**src/hw/rtl/clp_pkg.sv**
```systemverilog
// Package for the color blend and palette match block.
// Holds widths, the fixed palette, the search candidate type and its
// compare function. No dependencies.
package clp_pkg;

  localparam int CH_W            = 8;
  localparam int PROG_W          = 9;
  localparam int IDX_W           = 5;
  localparam int DIST_W          = 18;
  localparam int TABLE_SIZE      = 32;
  localparam int PALETTE_ENTRIES = 32;
  localparam int NUM_SEARCH      = (PALETTE_ENTRIES > TABLE_SIZE) ? TABLE_SIZE :
                                   (PALETTE_ENTRIES < 1) ? 1 : PALETTE_ENTRIES;
  localparam int PIPE_DEPTH      = 5;

  typedef struct packed {
    logic [CH_W-1:0] red;
    logic [CH_W-1:0] green;
    logic [CH_W-1:0] blue;
  } rgb_t;

  typedef struct packed {
    logic [DIST_W-1:0] dist_sq;
    logic [IDX_W-1:0]  idx;
  } cand_t;

  localparam rgb_t PALETTE [TABLE_SIZE] = '{
    '{8'd0,   8'd0,   8'd0  }, '{8'd29,  8'd43,  8'd83 },
    '{8'd126, 8'd37,  8'd83 }, '{8'd0,   8'd135, 8'd81 },
    '{8'd171, 8'd82,  8'd54 }, '{8'd95,  8'd87,  8'd79 },
    '{8'd194, 8'd195, 8'd199}, '{8'd255, 8'd241, 8'd232},
    '{8'd255, 8'd0,   8'd77 }, '{8'd255, 8'd163, 8'd0  },
    '{8'd255, 8'd236, 8'd39 }, '{8'd0,   8'd228, 8'd54 },
    '{8'd41,  8'd173, 8'd255}, '{8'd131, 8'd118, 8'd156},
    '{8'd255, 8'd119, 8'd168}, '{8'd255, 8'd204, 8'd170},
    '{8'd41,  8'd24,  8'd20 }, '{8'd17,  8'd29,  8'd53 },
    '{8'd66,  8'd33,  8'd59 }, '{8'd18,  8'd83,  8'd89 },
    '{8'd116, 8'd47,  8'd41 }, '{8'd73,  8'd51,  8'd59 },
    '{8'd162, 8'd136, 8'd121}, '{8'd243, 8'd239, 8'd125},
    '{8'd190, 8'd18,  8'd80 }, '{8'd255, 8'd108, 8'd36 },
    '{8'd168, 8'd231, 8'd46 }, '{8'd0,   8'd181, 8'd67 },
    '{8'd6,   8'd90,  8'd181}, '{8'd117, 8'd70,  8'd101},
    '{8'd255, 8'd110, 8'd89 }, '{8'd255, 8'd157, 8'd129}
  };

  // Lower index sits in a; b wins only on a strictly smaller distance.
  function automatic cand_t cand_pick(input cand_t a, input cand_t b);
    return (b.dist_sq < a.dist_sq) ? b : a;
  endfunction

endpackage

```
**src/hw/rtl/clp_blend.sv**
```systemverilog
// One channel of the linear blend: start + trunc((end - start) * p / 256),
// progress saturated at 1.0 and result clamped to a byte. Uses clp_pkg.
module clp_blend
  import clp_pkg::*;
(
  input  logic [CH_W-1:0]   start_ch,
  input  logic [CH_W-1:0]   end_ch,
  input  logic [PROG_W-1:0] progress,
  output logic [CH_W-1:0]   blend_ch
);

  logic [PROG_W-1:0]  p_sat;
  logic signed [8:0]  diff;
  logic signed [18:0] prod;
  logic signed [18:0] prod_adj;
  logic signed [10:0] step;
  logic signed [11:0] sum;

  always_comb begin
    // anything with the top bit set is at or above 1.0
    p_sat    = progress[PROG_W-1] ? 9'd256 : progress;
    diff     = $signed({1'b0, end_ch}) - $signed({1'b0, start_ch});
    prod     = diff * $signed({1'b0, p_sat});
    // bias negatives so the shift truncates toward zero
    prod_adj = prod + (prod[18] ? 19'sd255 : 19'sd0);
    step     = prod_adj[18:8];
    sum      = $signed({4'b0000, start_ch}) + $signed({step[10], step});
    if (sum[11]) begin
      blend_ch = '0;
    end else if (sum[10:8] != 3'b000) begin
      blend_ch = '1;
    end else begin
      blend_ch = sum[7:0];
    end
  end

endmodule

```
**config.mk**
```make
export PLATFORM = sky130hd
export DESIGN_NAME = clp_blend
export DESIGN_NICKNAME = d
export VERILOG_FILES = /design/src/hw/rtl/clp_pkg.sv /design/src/hw/rtl/clp_blend.sv
export SDC_FILE = /design/constraint.sdc
export NUM_CORES = 1
export LEC_CHECK = 0
export ABC_AREA = 1
export BUFFER_PORTS_ARGS = -buffer_cell sky130_fd_sc_hd__buf_4
export CELL_PAD_IN_SITES_DETAIL_PLACEMENT = 1
export CELL_PAD_IN_SITES_GLOBAL_PLACEMENT = 2
export CORE_MARGIN = 4
export CORE_UTILIZATION = 37
export DETAILED_ROUTE_END_ITERATION = 12
export GPL_TIMING_DRIVEN = 0
export PLACE_DENSITY_LB_ADDON = 0.12
export SETUP_SLACK_MARGIN = 0.3
export SYNTH_ARGS = -nofsm -noshare
export SYNTH_HDL_FRONTEND = slang
export SYNTH_SLANG_ARGS = --single-unit
export TNS_END_PERCENT = 50
```
**constraint.sdc**
```tcl
create_clock -name vclk -period 9.52
set_input_delay 0.476 -clock vclk [all_inputs]
set_output_delay 0.476 -clock vclk [all_outputs]
set_load 0.005 [all_outputs]
```
==> results of run 1 <==
[final cells by class]
cell class / instances / area [um^2] / share of cell area
Inverter: 127 / 489 / 0.0936
Timing Repair Buffer: 63 / 515 / 0.0986
Buffer: 1 / 3.75 / 0.000718
Tap cell: 136 / 170 / 0.0325
Multi-Input combinational cell: 448 / 4050 / 0.775
[cells by family after synthesis]
kind of cell               synth area share
AOI/OAI and AO/OA                    0.0667
xor gates and xnor gates             0.0537
adders and majority gates             0.491
buffers and inverters                 0.119
and+or+nand+nor                       0.270
[through the flow]
stage	hold slack, ns	setup slack (ns)
after global placement	1.47	-0.653
after floorplan	1.24	0.725
after detailed placement	1.47	-0.847
final	1.48	0.437
after global routing	1.52	-0.0165
after CTS	1.47	0.302
[routing by layer]
layer  track usage  vias up
met5             0        -
met4        0.0288        0
met3        0.0108       16
met2         0.343       35
met1         0.256     1862
li1              -     1909
[layout by cell type, fill, tap and decap left out, drive strengths merged, types with 6 or more instances in the layout]
master | netlist | layout
xnor2 | 9 | 9
fa | 52 | 52
nand2 | 118 | 118
inv | 127 | 127
xor2 | 14 | 14
ha | 75 | 75
nand4 | 6 | 6
nand3 | 32 | 32
o21ai | 8 | 8
buf | 0 | 63
a21oi | 32 | 32
nor2 | 87 | 87
[worst max-delay path by stage]
stage / end / slack, ns / depth (start not counted)
global route: blend_ch[2] / -0.02 / 51
detailed placement: blend_ch[6] / -0.85 / 52
floorplan: blend_ch[0] / 0.72 / 46
CTS: blend_ch[6] / 0.30 / 51
finish: blend_ch[2] / 0.44 / 54
global placement: blend_ch[6] / -0.65 / 52
[repair_timing]
item | in CTS | in global routing
setup buffers | 13 | 17
endpoints found under the setup margin | 8 | 8
endpoints found under the hold margin | 0 | 0
gates resized for setup | 50 | 74
pin swaps | 25 | 58
[critical path, delay by kind of cell]
kind | cells | cell delay [ns]
compound gates | 8 | 1.08
simple gates | 26 | 2.45
fa+ha+maj | 10 | 3.88
xor+xnor | 1 | 0.12
buf+inv | 9 | 0.61
==> results.md, run 1 <==
* Run status: finished, final reports clean
* Number of instances on the worst hold path at 5
* Yosys warning count at 0
* Highest net fanout along the worst path at 8
* Avg WL per Cell at between 15 and 20 um
* Crit path arrival time at 8.61 ns
* Top-area cell type share of the netlist area at 0.258
* Req. time, crit path at 9.04 ns
* Number of optimization iterations in the first detailed-route pass at 4
* Slowest cell delay on critical path at 0.62 ns
* Starting density of the core at 0.386
* Layout cell share with drive strength beyond 1 at 0.280
* Die width at 112 um
* Final setup fails at 0
* Vias per cell at 4.93
* Routability congestion estimate from global placement at 0.837
* Layout-stage area growth over the synthesis result at 29.6%
* Wire length the detailed router placed on met1 at ~5.5 mm
* Final Core Density at 0.500
* Worst setup path startpoint: start_ch[2]
* First-iteration detailed-routing DRC count at between 100 and 150
* Io pins at 33
* Initial antenna violation count at 0
* Vertical die dimension at 112 um
* Slew @ Worst Pin at about 0.53 ns
* End of the worst hold path: blend_ch[0]
* Number of distinct library cells after synthesis at 33
* Die footprint at 0.0126 mm^2
* Number of standard-cell rows in the floorplan at 37
* Share of synthesized area occupied by flip-flops and latches at 0
* Post-synth net total at 728
* Top routing layer in use: met4
* Count of nets after finishing at 793
* DP HPWL at 10.3 mm
* Sequential standard cell area at 0 um^2
* Cell area after synthesis at 0.00403 mm^2
* Via count of the first global-routing pass at 4162
* Class of the tightest hold or removal check: input port to primary output
* Classification of the worst setup path: input port to primary output
* Drc violations at 0
* Cell types with the highest counts after synthesis: 122 x sky130_fd_sc_hd__inv_1, 106 x sky130_fd_sc_hd__nand2_1, 80 x sky130_fd_sc_hd__nor2_1
* Number of standard cells after synthesis at approximately 580
* Synth area leaders: sky130_fd_sc_hd__fa_1 26%, sky130_fd_sc_hd__ha_1 23%, sky130_fd_sc_hd__inv_1 11%
* Min Tclk post-route at a little over 9 ns
* Wire length of the first global-routing pass at 20.1 mm
* Dpl cells at approximately 750
* Floorplan core area at 0.0105 mm^2
* Unrepaired setup endpoints after global routing: yes
* Startpoint kind of the worst setup timing path: input port
* Max-cap check violation count at 0
* Count of vias placed by the detailed router at 3822
* Count of clock buffers in the final design at 0
* Sequential cells at 0
* Detail Route Antenna Nets at 0
* Sum of met3 wire segment lengths after detailed routing at 192 um
* Worst setup EP type: primary output
* Count of buffers from port buffering at 33
* Sum of met2 wire segment lengths after detailed routing at 6.26 mm
* Placed Instance Area at 0.00445 mm^2
* CTS Hold Buffers Added at 0
* Dominant cell type by area after synthesis: sky130_fd_sc_hd__fa_1
* Worst slew slack as a fraction of its limit at 0.646
* Total count of hold-check failures in the final report at 0
* Pin count of the biggest net entering global routing at 11
* Slowest library cell on the worst path: sky130_fd_sc_hd__fa_1
* Worst hold path startpoint: start_ch[0]
* WL final at 12.2 mm
* Post-Route Setup TNS at 0 ns
* Average instance area after synthesis at 7.00 um^2
* FILL cells at 1317
* Max frequency at 0.110 GHz
* Number of antenna diodes at 0
* Overall Global Routing Usage at 0.190
* Max-slew violations at 0
* Post-route non-filler standard cell count at 775
* Most numerous cell in the Yosys netlist: sky130_fd_sc_hd__inv_1
* Summed area of non-filler cells in the final layout at 0.00523 mm^2
* Total congestion overflow after global routing at 0
* Final worst-path cycle share at 0.954
Power of run 1 is not shown: default switching activity piles up to over one toggle a cycle in this logic, so the estimate is an artifact.
==> inputs of run 2 (changes only) <==
--- a/config.mk
+++ b/config.mk
@@ -5,15 +5,15 @@
 export SDC_FILE = /design/constraint.sdc
 export NUM_CORES = 1
 export LEC_CHECK = 0
-export ABC_AREA = 1
+export ABC_AREA = 0
 export BUFFER_PORTS_ARGS = -buffer_cell sky130_fd_sc_hd__buf_4
 export CELL_PAD_IN_SITES_DETAIL_PLACEMENT = 1
 export CELL_PAD_IN_SITES_GLOBAL_PLACEMENT = 2
 export CORE_MARGIN = 4
-export CORE_UTILIZATION = 37
+export CORE_UTILIZATION = 39
 export DETAILED_ROUTE_END_ITERATION = 12
 export GPL_TIMING_DRIVEN = 0
-export PLACE_DENSITY_LB_ADDON = 0.12
+export PLACE_DENSITY = 0.89
 export SETUP_SLACK_MARGIN = 0.3
 export SYNTH_ARGS = -nofsm -noshare
 export SYNTH_HDL_FRONTEND = slang
==> results.md, run 2 <==
* Number of standard cells after synthesis at 470 (-18%)
* Overall Global Routing Usage at 0.188 (-0.00239)
* Worst slew slack as a fraction of its limit at 0.320 (-0.327)
* Floorplan core area at 0.00982 mm^2 (-6.1%)
* Placement Setup Slack at -1.73 ns (-0.879 ns)
* Startpoint kind of the worst setup timing path: input port
* Gate family responsible for the most delay along the worst path: adder cells
* Count of clock buffers in the final design at 0 (unchanged)
* Max-cap check violation count at 0 (unchanged)
* Slowest library cell on the worst path: sky130_fd_sc_hd__fa_1
* Share of synthesized area occupied by flip-flops and latches at 0 (unchanged)
* Crit-path most repeated cell: sky130_fd_sc_hd__fa_1
* Count of nets after finishing at 684 (-14%)
* Slowest cell delay on critical path at 0.56 ns (-0.06 ns)
* Buffering stage count on the worst path with inverters included at 6 (-3)
* Crit path arrival time at 10.05 ns (+1.44 ns)
* Post-synth net total at 622 (-15%)
* Drc violations at 0 (unchanged)
* Leading cell type in the layout, fill and taps excluded: sky130_fd_sc_hd__ha_1
* Number of antenna diodes at 0 (unchanged)
* Class of the tightest hold or removal check: input port to primary output
* Dominant cell type by area after synthesis: sky130_fd_sc_hd__fa_1
* Count of vias placed by the detailed router at 3464 (-9.4%)
* Unrepaired setup endpoints after global routing: yes
* Layout cell share with drive strength beyond 1 at 0.223 (-0.0575)
* Max frequency at 0.0950 GHz (-14%)
* Most numerous cell in the Yosys netlist: sky130_fd_sc_hd__ha_1
* Io pins at 33 (unchanged)
* FILL cells at 1203 (-8.7%)
* Total congestion overflow after global routing at 0 (unchanged)
* Average instance area after synthesis at 8.40 um^2 (+20%)
* Layout-stage area growth over the synthesis result at 23.6%
* Avg WL per Cell at 15.9 um (+1.1%)
* Worst setup EP type: primary output
* Via count of the first global-routing pass at 3748 (-9.9%)
* Wire length of the first global-routing pass at 18.1 mm (-10%)
* Final worst-path cycle share at 1.11 (+0.151)
* First-iteration detailed-routing DRC count at 60 (-42%)
* Commonest cells after routing, fill and taps aside: 66 x sky130_fd_sc_hd__ha_1, 64 x sky130_fd_sc_hd__inv_1, 63 x sky130_fd_sc_hd__nor2_1
* Highest net fanout along the worst path at 8 (unchanged)
* Sequential cells at 0 (unchanged)
* Number of standard-cell rows in the floorplan at 36 (-2.7%)
* Final setup fails at 8 (+8)
* Req. time, crit path at 9.04 ns (about the same)
* Initial antenna violation count at 0 (unchanged)
* Failing checks: setup timing
* Max-slew violations at 0 (unchanged)
* Slew @ Worst Pin at 1.01 ns (+0.483 ns)
* Synth area leaders: sky130_fd_sc_hd__fa_1 26%, sky130_fd_sc_hd__ha_1 24%, sky130_fd_sc_hd__inv_1 6.5%
* Total count of hold-check failures in the final report at 0 (unchanged)
* CTS Hold Buffers Added at 0 (unchanged)
* Run status: finished, violations left
* Number of distinct library cells after synthesis at 56 (+70%)
* Vias per cell at 5.22 (+5.9%)
* Routability congestion estimate from global placement at 0.812 (-3.0%)
* Vertical die dimension at 109 um (-3.4%)
* WL final at 10.6 mm (-14%)
* Sequential standard cell area at 0 um^2 (unchanged)
* Yosys warning count at 0 (unchanged)
* Die footprint at 0.0118 mm^2 (-6.6%)
* Classification of the worst setup path: input port to primary output
* DP HPWL at 8.91 mm (-13%)
* Die width at 109 um (-3.4%)
* Multi-input gate area in the final layout at 0.00391 mm^2 (-3.4%)
* Min Tclk post-route at 10.53 ns (+1.44 ns)
* Cell area after synthesis at 0.00395 mm^2 (-2.1%)
* Detail Route Antenna Nets at 0 (unchanged)
* Cell types with the highest counts after synthesis: 75 x sky130_fd_sc_hd__ha_1, 68 x sky130_fd_sc_hd__inv_1, 63 x sky130_fd_sc_hd__nor2_1
* Number of optimization iterations in the first detailed-route pass at 4 (unchanged)
* Count of buffers from port buffering at 33 (unchanged)
* Pin count of the biggest net entering global routing at 11 (unchanged)
* Top-area cell type share of the netlist area at 0.264 (+0.00548)
* Starting density of the core at 0.402 (+0.0167)
* Worst setup margin at -1.01 ns (-1.44 ns)
## run 2: repair_timing
item,in CTS,in global routing
gates resized for setup,11,20
hold endpoints to repair,0,0
pin swaps,23,28
buffers inserted,22,5
setup endpoints to repair,8,8
cloned,0,0
## run 2: per-layer routing
| layer | GRT usage | vias up | share of wire |
|---|---|---|---|
| li1 | - | 1673 | - |
| met1 | 0.241 | 1745 | 0.43 |
| met2 | 0.359 | 34 | 0.54 |
| met3 | 0.00710 | 12 | 0.014 |
| met4 | 0.0225 | 0 | 0.014 |
| met5 | 0 | - | 0 |
## run 2: metrics by stage
stage	TNS, ns	area [um^2]	util	hold WS [ns]	cells
floorplan	-1.63	4110	-	1.17	470
global placement	-12.07	4530	0.461	1.40	636
detailed placement	-13.62	4530	0.461	1.41	636
CTS	-9.09	4760	0.485	1.42	658
global route	-11.36	4880	0.497	1.45	663
finish	-7.92	4880	0.497	1.42	663
## run 2: final cells by class
cell class                      count  share of cell area
Buffer                              6             0.00897
Inverter                           69              0.0569
Multi-Input combinational cell    395               0.801
Tap cell                          133              0.0341
Timing Repair Buffer               60              0.0989
## run 2: logic make-up after synthesis
kind of cell,after synthesis,synth area share
compound gates,71,0.134
buf+inv,75,0.0729
xor+xnor,33,0.0751
fa+ha+maj,128,0.504
simple gates,162,0.212
mux,1,0.00253
## run 2: final timing paths
path / slack [ns] / to / startpoint / cells past startpoint
setup / recovery: -1.01 / blend_ch[2] / start_ch[1] / 47
hold / removal: 1.42 / blend_ch[0] / start_ch[0] / 4
Power of run 2 is left out for the same reason.
